File: src/rtl/poc_mul.sv
// Shared 32x32 unsigned multiplier with registered product.
module poc_mul (
  input  logic        clk_i,
  input  logic [31:0] a_i,
  input  logic [31:0] b_i,
  output logic [63:0] prod_o
);
  logic [63:0] prod_q;

  always_ff @(posedge clk_i) begin
    prod_q <= {32'b0, a_i} * {32'b0, b_i};
  end

  assign prod_o = prod_q;
endmodule

File: config.mk
export PLATFORM = sky130hd
export DESIGN_NAME = poc_mul
export DESIGN_NICKNAME = d
export VERILOG_FILES = /design/src/rtl/poc_mul.sv
export SDC_FILE = /design/constraint.sdc
export NUM_CORES = 2
export LEC_CHECK = 0
export ABC_CLOCK_PERIOD_IN_PS = 9150
export BUFFER_PORTS_ARGS = -buffer_cell sky130_fd_sc_hd__clkbuf_2
export CAP_MARGIN = 30
export CORE_ASPECT_RATIO = 0.75
export CORE_MARGIN = 2
export CORE_UTILIZATION = 60
export DETAILED_ROUTE_END_ITERATION = 10
export PLACE_DENSITY = 0.78
export SYNTH_ARGS = -nofsm -noshare
export SYNTH_HDL_FRONTEND = slang
export SYNTH_SLANG_ARGS = --single-unit
export TNS_END_PERCENT = 50
File: constraint.sdc
create_clock -name clk_i -period 9.15 [get_ports clk_i]
set_input_delay 1.3725 -clock clk_i [delete_from_list [all_inputs] [get_ports clk_i]]
set_output_delay 1.3725 -clock clk_i [all_outputs]
set_load 0.005 [all_outputs]
==> metrics.cfg <==
[outcome]
outcome = finished, final reports clean

[global_routing]
grt_overflow = 0
grt_util_all_layers_pct = 33.1
grt_pass1_wl_mm = 149
grtUsageMet1_pct = 49.8
grt_max_degree = 33
antenna_found_initial = 5
grt_pass1_vias = 26400
top_usage_layer = met1
grt_util_met3_pct = 16.4
grt_use_met2_pct = 43.2

[job]
drv_cap = 0

[logic_synthesis]
synth-compound-area-share_pct = 4.15
synth-seq-cells = 64
synthMuxAreaShare_pct = 0.0289
synth_cell_types = 57
yosys_warnings = 0
synth_edf_count = 0
synth_top_cell_by_area = fa_1
synth_most_common_cell = fa_1
synthesis.area_sq_um = 34700
syn_inst = 3748
async_flop_share_pct = 0
synth.avg_cell_area_sq_um = 9.25
yosys.area_share.simple_pct = 17.6
synthAdderAreaFrac_pct = 61.2
netlist.area_leader.share_pct = 51.7
syn-num-nets = 4972
yosysSeqAreaShare_pct = 3.69
synthTopCellsByArea = fa_1 (52%), and2_1 (11%), ha_1 (9.5%)
synth_top_family_by_area = adder cells
synth_commonest_cells = fa_1 (896), inv_1 (865), and2_1 (602)
ys.flop_type = dfxtp_1
synth-xor-area-share_pct = 1.52

[critical_path]
critPathLaunchType = input port
crit_arrival_ps = 9120
path_class = input port to flip-flop
end_kind = flip-flop
worst-path-max-fanout = 22
cp.required_ps = 9450

[clocking]
hold_buffers = 0
cts_tree = built
post-cts-setup-buffers = 0
clockBufferDepth = 2
htreeDepth = 3
cts-root-buf = clkbuf_16
cts_made_buffers = 9
cts.repair.resized = 0
cts_sinks = 64
clk_pin_slew_worst_paths_ps = 60

[routing]
totalWireLength_mm = 91.9
via_per_inst = 5.47
ant_nets = 0
routedWlPerCell_microns = 20.2
vias = 24800
drc = 0
drtPass1Iterations = 5
drtIter0Drc = 1904

[layout]
synthToLayoutAreaGrowth_pct = 5.12
nets = 4979
drive_gt1_share_pct = 6.62
fillers = 4760
largest_register_ff_count = 64

[floorplan]
die_w_microns = 282
core_area_sq_um = 57200
dieArea_sq_um = 59800
io_pins = 129
start_util_pct = 60.6
die_y_microns = 212
num_rows = 76

[timing]
setup_violations = 0
worst_slew_pin_slew_ps = 765
slew_headroom_pct = 49.0
period_needed_ps = 8820
fin_crit_sh_pct = 96.4
finalSetupTns_ps = 0
finalMaxSlewViolations = 0
hold_violations = 0
max_freq_mhz = 113
rsz0062_at_grt = no

[place]
gp_congestion = 0.984
portBuffers = 128
place_hpwl_mm = 78.8

[hold_path]
hold_path.class = input port to flip-flop
min_path_cells = 3

==> metal layers <==
metal | up-vias | share of wire, % | routed length, microns
li1 | 10900 | - | -
met1 | 12500 | 43 | 39800
met2 | 1376 | 38 | 35200
met3 | 77 | 17 | 15700
met4 | 2 | 1.4 | 1260
met5 | - | 0.013 | 12
==> layout by cell type (no fill, tap or decap), types with 3 or more instances in the layout <==
cell type  instances
inv_6              3
o21ai_0           21
and3_1            14
nand4_1           23
a221oi_4           3
o21a_1             9
diode_2            3
o21ai_1            5
dfxtp_1           64
a221o_1            4
ha_1             263
a21boi_1           3
nor2_1            20
a211oi_1           3
o21bai_1          10
a21oi_2            3
and2_1           602
fa_1             896
xnor2_1           35
or4_1              3
nand2_1          480
clkbuf_2         128
o221ai_1           3
xor2_1            25
nor3_1             7
inv_1            865
nand3_1           10
and4_1             3
a31oi_1           12
o31ai_4            3
a21o_1            40
buf_4             88
a21oi_1           63
or3_1              3
clkbuf_16          9
or2_2              3
==> worst max-delay path, cell delays in order <==
cell	delay [ps]
clkbuf_2	410
and2_1	370
fa_1	500
fa_1	450
fa_1	600
inv_1	60
fa_1	470
inv_1	50
fa_1	490
inv_1	50
fa_1	540
inv_1	50
fa_1	470
fa_1	610
ha_1	510
nand4_1	120
a2111o_1	300
a21o_1	200
a21oi_2	180
a31oi_1	200
o31ai_4	400
a21oi_2	170
a221oi_1	300
and4_1	220
==> path summary, 6_finish.rpt <==
path	to	from	slack [ps]
setup / recovery	prod_o[63]	b_i[5]	330
hold / removal	prod_o[0]	a_i[0]	1790
==> stage by stage <==
| stage | hold slack (ps) | utilization [%] | setup WS [ps] | cells | area (sq um) |
|---|---|---|---|---|---|
| 6_report | 1790 | 63.7 | 326 | 4543 | 36500 |
| 3_5_place_dp | 1740 | 63.1 | 123 | 4524 | 36100 |
| 5_1_grt | 1800 | 63.7 | 132 | 4541 | 36400 |
| 3_3_place_gp | 1750 | 63.1 | 184 | 4524 | 36100 |
| 4_1_cts | 1770 | 63.7 | 471 | 4540 | 36400 |
| 2_1_floorplan | 1500 | - | 1020 | 3748 | 34700 |
==> cell type report <==
class / instances / area, sq um / area share (%)
Clock inverter: 7 / 100 / 0.275
Multi-Input combinational cell: 2599 / 29300 / 80.4
Timing Repair Buffer: 216 / 1300 / 3.57
Tap cell: 780 / 976 / 2.68
Clock buffer: 9 / 225 / 0.618
Antenna cell: 3 / 7.51 / 0.0206
Inverter: 865 / 3250 / 8.91
Sequential cell: 64 / 1280 / 3.51
==> cell families after synthesis <==
logic type                 Yosys count
AOI/OAI and AO/OA                  202
xor gates and xnor gates            60
adders and majority gates         1159
buffers and inverters             1085
DFF                                 64
muxes                                1
and+or+nand+nor                   1177
Power is left out: the tool's default activity adds up to more than one toggle a clock period on the data nets, which glitch-free logic cannot reach.
